`config.mk`:
```
export PLATFORM = sky130hd
export DESIGN_NAME = sha256_byte_stream_hasher
export DESIGN_NICKNAME = d
export VERILOG_FILES = /design/src/hw/rtl/sbsh_pkg.sv /design/src/hw/rtl/sbsh_core.sv /design/src/hw/rtl/sbsh_out.sv /design/src/hw/rtl/sha256_byte_stream_hasher.sv
export SDC_FILE = /design/constraint.sdc
export NUM_CORES = 2
export LEC_CHECK = 0
export BUFFER_PORTS_ARGS = -buffer_cell sky130_fd_sc_hd__buf_2
export CELL_PAD_IN_SITES_DETAIL_PLACEMENT = 1
export CELL_PAD_IN_SITES_GLOBAL_PLACEMENT = 2
export CORE_ASPECT_RATIO = 1.2
export CORE_MARGIN = 5
export CORE_UTILIZATION = 41
export DETAILED_ROUTE_END_ITERATION = 8
export GPL_TIMING_DRIVEN = 0
export PLACE_DENSITY_LB_ADDON = 0.1
export SYNTH_ARGS = -nofsm -noshare
export SYNTH_HDL_FRONTEND = slang
export SYNTH_SLANG_ARGS = --single-unit
```
`constraint.sdc`:
```
create_clock -name clk -period 44.4 [get_ports clk]
set_clock_uncertainty 0.15 [all_clocks]
set_input_delay 13.32 -clock clk [delete_from_list [all_inputs] [get_ports clk]]
set_output_delay 13.32 -clock clk [all_outputs]
set_load 0.1 [all_outputs]
```
`src/hw/rtl/sbsh_pkg.sv`:
```
// Shared types, constants and the round-constant table for the SHA-256 byte hasher.
package sbsh_pkg;

  localparam int unsigned NUM_WORDS = 8;
  localparam int unsigned WIN_WORDS = 16;
  localparam logic [7:0]  PAD_MARK_BYTE = 8'h80;
  localparam logic [5:0]  LEN_START = 6'd56;
  localparam logic [5:0]  LAST_SLOT = 6'd63;

  typedef struct packed {
    logic       kind;
    logic [7:0] msg_byte;
  } in_item_t;

  typedef struct packed {
    logic [31:0] digest_word;
    logic [2:0]  word_index;
    logic        last_word;
  } out_item_t;

  typedef enum logic {
    KIND_DATA   = 1'b0,
    KIND_FINISH = 1'b1
  } item_kind_t;

  typedef logic [NUM_WORDS-1:0][31:0] chain_t;
  typedef logic [WIN_WORDS-1:0][31:0] window_t;

  // core control from the sequencer
  typedef struct packed {
    logic       shift;
    logic [7:0] data;
    logic       start;
    logic       init;
  } core_ctl_t;

  typedef enum logic [1:0] {
    CORE_IDLE,
    CORE_ROUND,
    CORE_ADD
  } core_st_t;

  typedef enum logic [2:0] {
    ST_IDLE,
    ST_PAD_MARK,
    ST_PAD_ZERO,
    ST_PAD_LEN,
    ST_COMP,
    ST_FLUSH
  } seq_st_t;

  // h7 first so that index 0 is h0
  localparam chain_t INIT_HASH = {
    32'h5be0cd19, 32'h1f83d9ab, 32'h9b05688c, 32'h510e527f,
    32'ha54ff53a, 32'h3c6ef372, 32'hbb67ae85, 32'h6a09e667
  };

  function automatic logic [31:0] round_k(input logic [5:0] idx);
    logic [31:0] k;
    case (idx)
      6'd0:  k = 32'h428a2f98;  6'd1:  k = 32'h71374491;
      6'd2:  k = 32'hb5c0fbcf;  6'd3:  k = 32'he9b5dba5;
      6'd4:  k = 32'h3956c25b;  6'd5:  k = 32'h59f111f1;
      6'd6:  k = 32'h923f82a4;  6'd7:  k = 32'hab1c5ed5;
      6'd8:  k = 32'hd807aa98;  6'd9:  k = 32'h12835b01;
      6'd10: k = 32'h243185be;  6'd11: k = 32'h550c7dc3;
      6'd12: k = 32'h72be5d74;  6'd13: k = 32'h80deb1fe;
      6'd14: k = 32'h9bdc06a7;  6'd15: k = 32'hc19bf174;
      6'd16: k = 32'he49b69c1;  6'd17: k = 32'hefbe4786;
      6'd18: k = 32'h0fc19dc6;  6'd19: k = 32'h240ca1cc;
      6'd20: k = 32'h2de92c6f;  6'd21: k = 32'h4a7484aa;
      6'd22: k = 32'h5cb0a9dc;  6'd23: k = 32'h76f988da;
      6'd24: k = 32'h983e5152;  6'd25: k = 32'ha831c66d;
      6'd26: k = 32'hb00327c8;  6'd27: k = 32'hbf597fc7;
      6'd28: k = 32'hc6e00bf3;  6'd29: k = 32'hd5a79147;
      6'd30: k = 32'h06ca6351;  6'd31: k = 32'h14292967;
      6'd32: k = 32'h27b70a85;  6'd33: k = 32'h2e1b2138;
      6'd34: k = 32'h4d2c6dfc;  6'd35: k = 32'h53380d13;
      6'd36: k = 32'h650a7354;  6'd37: k = 32'h766a0abb;
      6'd38: k = 32'h81c2c92e;  6'd39: k = 32'h92722c85;
      6'd40: k = 32'ha2bfe8a1;  6'd41: k = 32'ha81a664b;
      6'd42: k = 32'hc24b8b70;  6'd43: k = 32'hc76c51a3;
      6'd44: k = 32'hd192e819;  6'd45: k = 32'hd6990624;
      6'd46: k = 32'hf40e3585;  6'd47: k = 32'h106aa070;
      6'd48: k = 32'h19a4c116;  6'd49: k = 32'h1e376c08;
      6'd50: k = 32'h2748774c;  6'd51: k = 32'h34b0bcb5;
      6'd52: k = 32'h391c0cb3;  6'd53: k = 32'h4ed8aa4a;
      6'd54: k = 32'h5b9cca4f;  6'd55: k = 32'h682e6ff3;
      6'd56: k = 32'h748f82ee;  6'd57: k = 32'h78a5636f;
      6'd58: k = 32'h84c87814;  6'd59: k = 32'h8cc70208;
      6'd60: k = 32'h90befffa;  6'd61: k = 32'ha4506ceb;
      6'd62: k = 32'hbef9a3f7;  6'd63: k = 32'hc67178f2;
      default: k = 32'h0;
    endcase
    return k;
  endfunction

endpackage

```
`src/hw/rtl/sbsh_core.sv`:
```
// SHA-256 compression engine: byte-loaded message window, one round per cycle.
module sbsh_core (
  input  logic              clk,
  input  logic              rst,
  input  sbsh_pkg::core_ctl_t ctl,
  output logic              done,
  output sbsh_pkg::chain_t  chain
);
  import sbsh_pkg::*;

  core_st_t    st, st_next;
  logic [5:0]  rnd;
  window_t     w, w_next;
  chain_t      v, v_next;
  logic [31:0] t1, t2, w_new;

  function automatic logic [31:0] rotr(input logic [31:0] x, input int unsigned n);
    return (x >> n) | (x << (32 - n));
  endfunction

  function automatic logic [31:0] bsig0(input logic [31:0] x);
    return rotr(x, 2) ^ rotr(x, 13) ^ rotr(x, 22);
  endfunction

  function automatic logic [31:0] bsig1(input logic [31:0] x);
    return rotr(x, 6) ^ rotr(x, 11) ^ rotr(x, 25);
  endfunction

  function automatic logic [31:0] ssig0(input logic [31:0] x);
    return rotr(x, 7) ^ rotr(x, 18) ^ (x >> 3);
  endfunction

  function automatic logic [31:0] ssig1(input logic [31:0] x);
    return rotr(x, 17) ^ rotr(x, 19) ^ (x >> 10);
  endfunction

  always_comb begin
    st_next = st;
    case (st)
      CORE_IDLE:  if (ctl.start) st_next = CORE_ROUND;
      CORE_ROUND: if (rnd == LAST_SLOT) st_next = CORE_ADD;
      CORE_ADD:   st_next = CORE_IDLE;
      default:    st_next = CORE_IDLE;
    endcase
  end

  // round datapath
  always_comb begin
    t1 = v[7] + bsig1(v[4]) + ((v[4] & v[5]) ^ (~v[4] & v[6])) + round_k(rnd) + w[0];
    t2 = bsig0(v[0]) + ((v[0] & v[1]) ^ (v[0] & v[2]) ^ (v[1] & v[2]));
    w_new = ssig1(w[14]) + w[9] + ssig0(w[1]) + w[0];
  end

  always_comb begin
    w_next = w;
    v_next = v;
    done = 1'b0;
    case (st)
      CORE_IDLE: begin
        if (ctl.shift) begin
          for (int i = 0; i < WIN_WORDS - 1; i++) begin
            w_next[i] = {w[i][23:0], w[i+1][31:24]};
          end
          w_next[WIN_WORDS-1] = {w[WIN_WORDS-1][23:0], ctl.data};
        end
        if (ctl.start) v_next = chain;
      end
      CORE_ROUND: begin
        for (int i = 0; i < WIN_WORDS - 1; i++) begin
          w_next[i] = w[i+1];
        end
        w_next[WIN_WORDS-1] = w_new;
        v_next = {v[6:4], v[3] + t1, v[2:0], t1 + t2};
      end
      CORE_ADD: done = 1'b1;
      default: done = 1'b0;
    endcase
  end

  always_ff @(posedge clk) begin
    if (rst) begin
      st <= CORE_IDLE;
      rnd <= '0;
      chain <= INIT_HASH;
    end else begin
      st <= st_next;
      if (st == CORE_ROUND) rnd <= rnd + 6'd1;
      else rnd <= '0;
      if (st == CORE_ADD) begin
        for (int k = 0; k < NUM_WORDS; k++) begin
          chain[k] <= chain[k] + v[k];
        end
      end else if (ctl.init) begin
        chain <= INIT_HASH;
      end
    end
  end

  always_ff @(posedge clk) begin
    w <= w_next;
    v <= v_next;
  end

endmodule

```
`src/hw/rtl/sbsh_out.sv`:
```
// Digest output buffer: holds the eight words and hands them out in order.
module sbsh_out (
  input  logic               clk,
  input  logic               rst,
  input  logic               load,
  input  sbsh_pkg::chain_t   words,
  output logic               busy,
  output logic               out_valid,
  input  logic               out_ready,
  output sbsh_pkg::out_item_t out_data
);
  import sbsh_pkg::*;

  chain_t     dig;
  logic [2:0] idx;
  logic       vld;

  assign busy = vld;
  assign out_valid = vld;
  assign out_data.digest_word = dig[0];
  assign out_data.word_index = idx;
  assign out_data.last_word = (idx == 3'd7);

  always_ff @(posedge clk) begin
    if (rst) begin
      vld <= 1'b0;
      idx <= '0;
    end else if (load && !vld) begin
      vld <= 1'b1;
      idx <= '0;
    end else if (vld && out_ready) begin
      idx <= idx + 3'd1;
      if (idx == 3'd7) vld <= 1'b0;
    end
  end

  always_ff @(posedge clk) begin
    if (load && !vld) begin
      dig <= words;
    end else if (vld && out_ready) begin
      dig <= {32'h0, dig[NUM_WORDS-1:1]};
    end
  end

endmodule

```
`src/hw/rtl/sha256_byte_stream_hasher.sv`:
```
// Top level of the SHA-256 byte stream hasher: padding sequencer, core and digest buffer.
//
//   channel | handshake             | payload
//   in      | in_valid / in_ready   | in_data  (kind, msg_byte)
//   out     | out_valid / out_ready | out_data (digest_word, word_index, last_word)
//
// A data request is taken only in idle; the 64th byte of a block starts a compression in
// the single round unit, which runs every round and then adds its result into the chain.
// A finish request feeds padding and length bytes into the window, runs one or two
// compressions, then parks the digest in the output buffer and returns to idle.
// Reset is synchronous; the output buffer drains independently of new input, and a
// following finish waits only if the previous digest has not been fully taken.
module sha256_byte_stream_hasher (
  input  logic                clk,
  input  logic                rst,
  input  logic                in_valid,
  output logic                in_ready,
  input  sbsh_pkg::in_item_t  in_data,
  output logic                out_valid,
  input  logic                out_ready,
  output sbsh_pkg::out_item_t out_data
);
  import sbsh_pkg::*;

  seq_st_t     state, state_next, ret, ret_next;
  logic [5:0]  fill, fill_next;
  logic [54:0] blocks, blocks_next;
  logic [63:0] len, len_next;
  logic        acc;
  logic        core_done;
  logic        out_busy;
  logic        out_load;
  core_ctl_t   ctl;
  chain_t      chain;

  assign in_ready = (state == ST_IDLE);
  assign acc = in_valid && in_ready;

  always_comb begin
    state_next = state;
    ret_next = ret;
    case (state)
      ST_IDLE: begin
        if (acc) begin
          if (in_data.kind == KIND_FINISH) begin
            state_next = ST_PAD_MARK;
          end else if (fill == LAST_SLOT) begin
            state_next = ST_COMP;
            ret_next = ST_IDLE;
          end
        end
      end
      ST_PAD_MARK: begin
        state_next = ST_PAD_ZERO;
        if (fill == LAST_SLOT) begin
          state_next = ST_COMP;
          ret_next = ST_PAD_ZERO;
        end
      end
      ST_PAD_ZERO: begin
        if (fill == LEN_START) begin
          state_next = ST_PAD_LEN;
        end else if (fill == LAST_SLOT) begin
          state_next = ST_COMP;
          ret_next = ST_PAD_ZERO;
        end
      end
      ST_PAD_LEN: begin
        if (fill == LAST_SLOT) begin
          state_next = ST_COMP;
          ret_next = ST_FLUSH;
        end
      end
      ST_COMP:  if (core_done) state_next = ret;
      ST_FLUSH: if (!out_busy) state_next = ST_IDLE;
      default:  state_next = ST_IDLE;
    endcase
  end

  always_comb begin
    ctl = '0;
    out_load = 1'b0;
    fill_next = fill;
    blocks_next = blocks;
    len_next = len;
    case (state)
      ST_IDLE: begin
        if (acc) begin
          if (in_data.kind == KIND_FINISH) begin
            len_next = {blocks, fill, 3'b000};
          end else begin
            ctl.shift = 1'b1;
            ctl.data = in_data.msg_byte;
            ctl.start = (fill == LAST_SLOT);
            fill_next = fill + 6'd1;
            if (fill == LAST_SLOT) blocks_next = blocks + 55'd1;
          end
        end
      end
      ST_PAD_MARK: begin
        ctl.shift = 1'b1;
        ctl.data = PAD_MARK_BYTE;
        ctl.start = (fill == LAST_SLOT);
        fill_next = fill + 6'd1;
      end
      ST_PAD_ZERO: begin
        if (fill != LEN_START) begin
          ctl.shift = 1'b1;
          ctl.start = (fill == LAST_SLOT);
          fill_next = fill + 6'd1;
        end
      end
      ST_PAD_LEN: begin
        ctl.shift = 1'b1;
        ctl.data = len[63:56];
        ctl.start = (fill == LAST_SLOT);
        fill_next = fill + 6'd1;
        len_next = {len[55:0], 8'h00};
      end
      ST_FLUSH: begin
        if (!out_busy) begin
          out_load = 1'b1;
          ctl.init = 1'b1;
          blocks_next = '0;
          fill_next = '0;
        end
      end
      default: ctl = '0;
    endcase
  end

  always_ff @(posedge clk) begin
    if (rst) begin
      state <= ST_IDLE;
      ret <= ST_IDLE;
      fill <= '0;
      blocks <= '0;
    end else begin
      state <= state_next;
      ret <= ret_next;
      fill <= fill_next;
      blocks <= blocks_next;
    end
  end

  always_ff @(posedge clk) begin
    len <= len_next;
  end

  sbsh_core u_core (
    .clk   (clk),
    .rst   (rst),
    .ctl   (ctl),
    .done  (core_done),
    .chain (chain)
  );

  sbsh_out u_out (
    .clk       (clk),
    .rst       (rst),
    .load      (out_load),
    .words     (chain),
    .busy      (out_busy),
    .out_valid (out_valid),
    .out_ready (out_ready),
    .out_data  (out_data)
  );

endmodule

```
After elaboration in Yosys (flattened, before gate mapping)
Memory sizes are Yosys's and may differ from the RTL's. A register that Yosys moved wholly into a read port is not among the register bits. Index checks and enable logic that the tools add are counted.

Flip-flop bits (word level): 1423. ROM bits: 2048. Output and inout port bits: 38. Logic and storage cells: 203. Memories kept: 1. Input bits: 13.

Bitwise operators: 28. Equal/unequal tests: 24. Reduce and logical (&&, ||, !) cells: 26. Mux-type cells: 53. $add $sub $neg: 22.

Memory list: (name not given) (depth 64, bits a word 32, rd ports 1, clocked after memory_dff 1, write ports 0, line sbsh_pkg.sv:60) `case (idx)`.

Operators by type and width (number): 256-bit two-way mux (5); 512-bit one-hot mux with 2 select lines (1); 32-bit adder (18); 512-bit two-way mux (1); 256-bit one-hot mux with 2 select lines (1); 32-bit XOR (9); 55-bit two-way mux (4); 32-bit bitwise AND (5); 64-bit two-way mux (2); 64-bit one-hot mux with 2 select lines (1); 55-bit one-hot mux with 2 select lines (1); 55-bit by 1-bit adder with 55-bit output (second input constant) (1); 3-bit two-way mux (13); 32-bit inverter (1); 10-bit by 32-bit bitwise OR with 32-bit output (1); 13-bit by 32-bit bitwise OR with 32-bit output (1); 14-bit by 32-bit bitwise OR with 32-bit output (1); 15-bit by 32-bit bitwise OR with 32-bit output (1); 19-bit by 32-bit bitwise OR with 32-bit output (1); 21-bit by 32-bit bitwise OR with 32-bit output (1); 25-bit by 32-bit bitwise OR with 32-bit output (1); 26-bit by 32-bit bitwise OR with 32-bit output (1); 30-bit by 32-bit bitwise OR with 32-bit output (1); 7-bit by 32-bit bitwise OR with 32-bit output (1); other kinds (35) (80).

Depth between registers and ports, before layout
Depth in word-level cells: 9. Depth in mapped cells: 34. Mapped depth without buffers: 33.

Hierarchy
Synthesis repeated with hierarchy kept, for this count alone.

Cells, all modules: 8014. Area total of the unflattened synthesis: 87691.6 um^2.

Modules (own cells, without submodules): sbsh_core (sequential area each 28987.8 um^2, cells each 6745, times used 1, area an instance 69998.4 um^2); sbsh_out (sequential area each 7767.4 um^2, cells each 598, times used 1, area an instance 11646.2 um^2); sha256_byte_stream_hasher (sequential area each 3153.0 um^2, cells each 671, times used 1, area an instance 6047.0 um^2).

Worst setup path before layout
OpenSTA, ideal clock, no wires.

Path type: input-to-reg. From: input in_valid. To: register u_core.w[0] (netlist bit), enable pin. Buffers on the path: 0. Slack: 7.725 ns. Arrival: 35.120 ns. Data required time: 42.845 ns. Setup time: 1.405 ns. Cell stages on the path: 5. Path through: nor2b_1 o21ai_0 a21oi_1 nor2_1 nor2_1.

Cells in the longest elaborated chain, start to end: 5.

Ends and longest elaborated chain: from (decl) (line sha256_byte_stream_hasher.sv:16) `input logic in_valid,`; 1-bit logical AND (line sha256_byte_stream_hasher.sv:37) `assign acc = in_valid && in_ready;`; 10-bit two-way mux (line sha256_byte_stream_hasher.sv:88) `if (acc) begin`; 1-bit one-hot mux with 3 select lines (line sha256_byte_stream_hasher.sv:86) `case (state)`; 2-bit inequality test (no line); 2-bit AND reduction (no line); to (signal assigned) (line sbsh_core.sv:100) `w <= w_next;`; to (decl) (line sbsh_core.sv:13) `window_t w, w_next;`.

Every way passes these cells. A chain may end at the register's enable or synchronous reset.

==> metrics.yaml <==
clocking:
  clockBufferDepth: 3
  numCtsBuffers: 165
  cts_tree: "yes"
  clockRootBuffer: "clkbuf_16"
  cts_hold_buf: 0
  post_cts_buffers: 0
  clkSlewWorstSetupHoldPaths_ns: 0.06
  insertion_delay_ns: 0.87
  cts-htree-levels: 4
  clock_sinks: 1451
  ctsResizeCount: 0
routing:
  drtPass1Iterations: 5
  wirelength_um: 387500
  routed_via_density: 5.736
  ant_nets: 0
  wl_per_cell_um: 30.41
  drtIter0Drc: 6326
  vias: 73090
  drc: 0
sta:
  hold_ws_ns: 0.3429
  fin_crit_sh: 0.4093
  fin_ws_ns: 26.23
  setup_viol: 0
  max_freq_mhz: 55.03
  rsz0062_at_grt: "false"
  min_period_ns: 18.17
  maxSlewHeadroom: -0.06299
  hold_violations: 0
  finalSetupTns_ns: 0
  tightestPinTransition_ns: 1.594
  drv_slew: 94
grt:
  grt_max_degree: 64
  grt_pass1_vias: 75550
  grtUsageTotal: 0.3473
  grt-ovfl-total: 0
  antenna_found_initial: 20
  grt_pass1_wl_um: 546600
logic_synthesis:
  seq_area_frac_synth: 0.4655
  syn_nets: 10150
  syn_area_per_cell_um2: 8.980
  dominantRegCellSynth: "edfxtp_1"
  synth_cells: 9548
  ys_ff_latch: 1451
  ys_types: 92
  netlist_area_um2: 85740
  synthArstFlopShare: 0
  ys_warn_count: 0
  synth-edff-count: 1085
floorplan:
  die_x_um: 427.4
  coreArea_um2: 208800
  die-area_um2: 218400
  start_util: 0.4106
  row_count: 184
  io_pins: 51
  die_h_um: 510.9
critical_path:
  worstPathArrival_ns: 18.65
  cp_max_fo: 10
  ff2ff_setup_slack_ns: 33.92
  start_kind: "input pin"
  crit_required_ns: 44.88
  crit_type: "in2reg"
  rr_worst_depth: 30
  worstSetupEndpointType: "flip-flop"
place:
  placement.io_buffers: 50
  dp_hpwl_um: 299900
  gp_congestion: 0.9675
  place_ws_ns: 25.50
pwr:
  leakagePower_uw: 0.03904
  ir_drop_v: 0.00004188
  power.density_nw_per_um2: 39.54
hold_path:
  min-delay-path-class: "reg2reg"
  hold_depth: 2
cells_and_area:
  num-fill-cells: 24220
  drive_above_1_share: 0.04675
  final_cell_mix: "3239 x nand2_1, 1085 x edfxtp_1, 499 x a21oi_1, 491 x clkbuf_1, 482 x o21ai_0"
  layout_commonest_cell: "nand2_1"
  layout-area-overhead-vs-synth_pct: 12.12
  nets: 10410
  final_util: 0.4604
outcome:
  run_status: "finished, violations left"
  violations: "capacitance limit, slew limit"
job:
  drv_cap: 12
## path summary, 6_finish.rpt
check,from,to
max,rst,flip-flop
min,u_out.idx[2]$_SDFFE_PP0P_,u_out.idx[2]$_SDFFE_PP0P_
max reg2reg,u_core.v[140]$_DFFE_PP_,u_core.v[31]$_DFFE_PP_
min reg2reg,u_out.idx[2]$_SDFFE_PP0P_,u_out.idx[2]$_SDFFE_PP0P_
## kinds of logic (layout without fill, tap and decap cells)
kind of cell               Yosys count  in the layout  synth area share
muxes                               37             37          0.004349
DFF                               1451           1451            0.4655
adders and majority gates          610            610            0.1055
AOI/OAI and AO/OA                 1646           1646            0.1181
buffers and inverters              919           1317           0.04193
and+or+nand+nor                   4262           4262            0.2009
xor gates and xnor gates           623            623           0.06373
other                                0              6                 0
## layout make-up
| cell class | instances | area [um^2] | share of cell area |
|---|---|---|---|
| sequential | 1451 | 39910 | 0.4152 |
| multi-input combinational | 7178 | 42380 | 0.4408 |
| antenna | 6 | 15.01 | 0.0001562 |
| inverter | 350 | 1314 | 0.01367 |
| clock buffer | 213 | 4432 | 0.04610 |
| timing repair buffer | 91 | 1077 | 0.01121 |
| clock inverter | 94 | 1202 | 0.01251 |
| buffer | 569 | 2312 | 0.02405 |
| tap | 2790 | 3491 | 0.03631 |
## synthesized netlist by cell type (35+ instances only)
master    count  area, um^2
and3_1       77       481.7
inv_1       347        1303
nor2b_1      48       300.3
o211ai_1     44       330.3
nand2_1    3240       12160
a31oi_1      51       319.1
a211oi_1     43       322.8
dfxtp_1     366        7327
a21o_1      157        1179
nand3_1     156       780.8
nand2b_1     63       394.1
o21a_1       47       352.8
nor2_1      412        1546
xor2_1      230        2014
mux2i_1      35       350.3
buf_1        57       214.0
o21ai_0     482        2412
o21bai_1     55       412.9
a21oi_1     500        2502
or3_1        41       256.5
ha_1        394        4930
clkbuf_1    476        1787
edfxtp_1   1085       32580
fa_1        195        3904
nor3_1      124       620.6
xnor2_1     392        3433
## stage by stage
step	std cells	total power (uW)	area, um^2
2_1_floorplan	9548	2104	85740
3_3_place_gp	12390	2380	89480
3_5_place_dp	12430	2357	90480
4_1_cts	12740	3813	96110
5_1_grt	12740	3944	96120
6_report	12740	3801	96130
## state kept, by name, summed over array words and instances (netlist names), named ones only
name            cells
u_core.w          512
u_out.out_data     32
u_core.rnd          6
u_core.chain      256
u_out.busy          1
len                61
ret                 2
blocks             55
state               3
u_core.v          256
u_out.idx           3
u_core.st           2
u_out.dig         224
fill                6
## power breakdown
group          total (uW)  switching (uW)  leakage (uW)  internal (uW)
Combinational         796             504        0.0236            292
Clock                1450             625       0.00272            825
Sequential           1550            40.9        0.0127           1510
## layer usage
| metal | wire, um | global-route usage | up-vias | share of wire |
|---|---|---|---|---|
| li1 | - | - | 32860 | - |
| met1 | 148300 | 0.4068 | 36810 | 0.38 |
| met2 | 183500 | 0.5786 | 2496 | 0.47 |
| met3 | 23600 | 0.06325 | 913 | 0.061 |
| met4 | 32080 | 0.2337 | 14 | 0.083 |
| met5 | 111 | 0 | - | 0.00029 |
## worst max-delay path, stage by stage
cell      delay, ns
buf_2          0.18
clkinv_1       0.15
nand2_1        0.44
nor2_1         1.08
inv_1          0.35
ha_1           0.42
clkbuf_1       0.41
clkbuf_1       0.62
o22ai_1        0.32
a21oi_1        0.36
o21ai_0        0.12
o21ai_0        0.84
No activity file was read; power rests on OpenSTA's default activity.
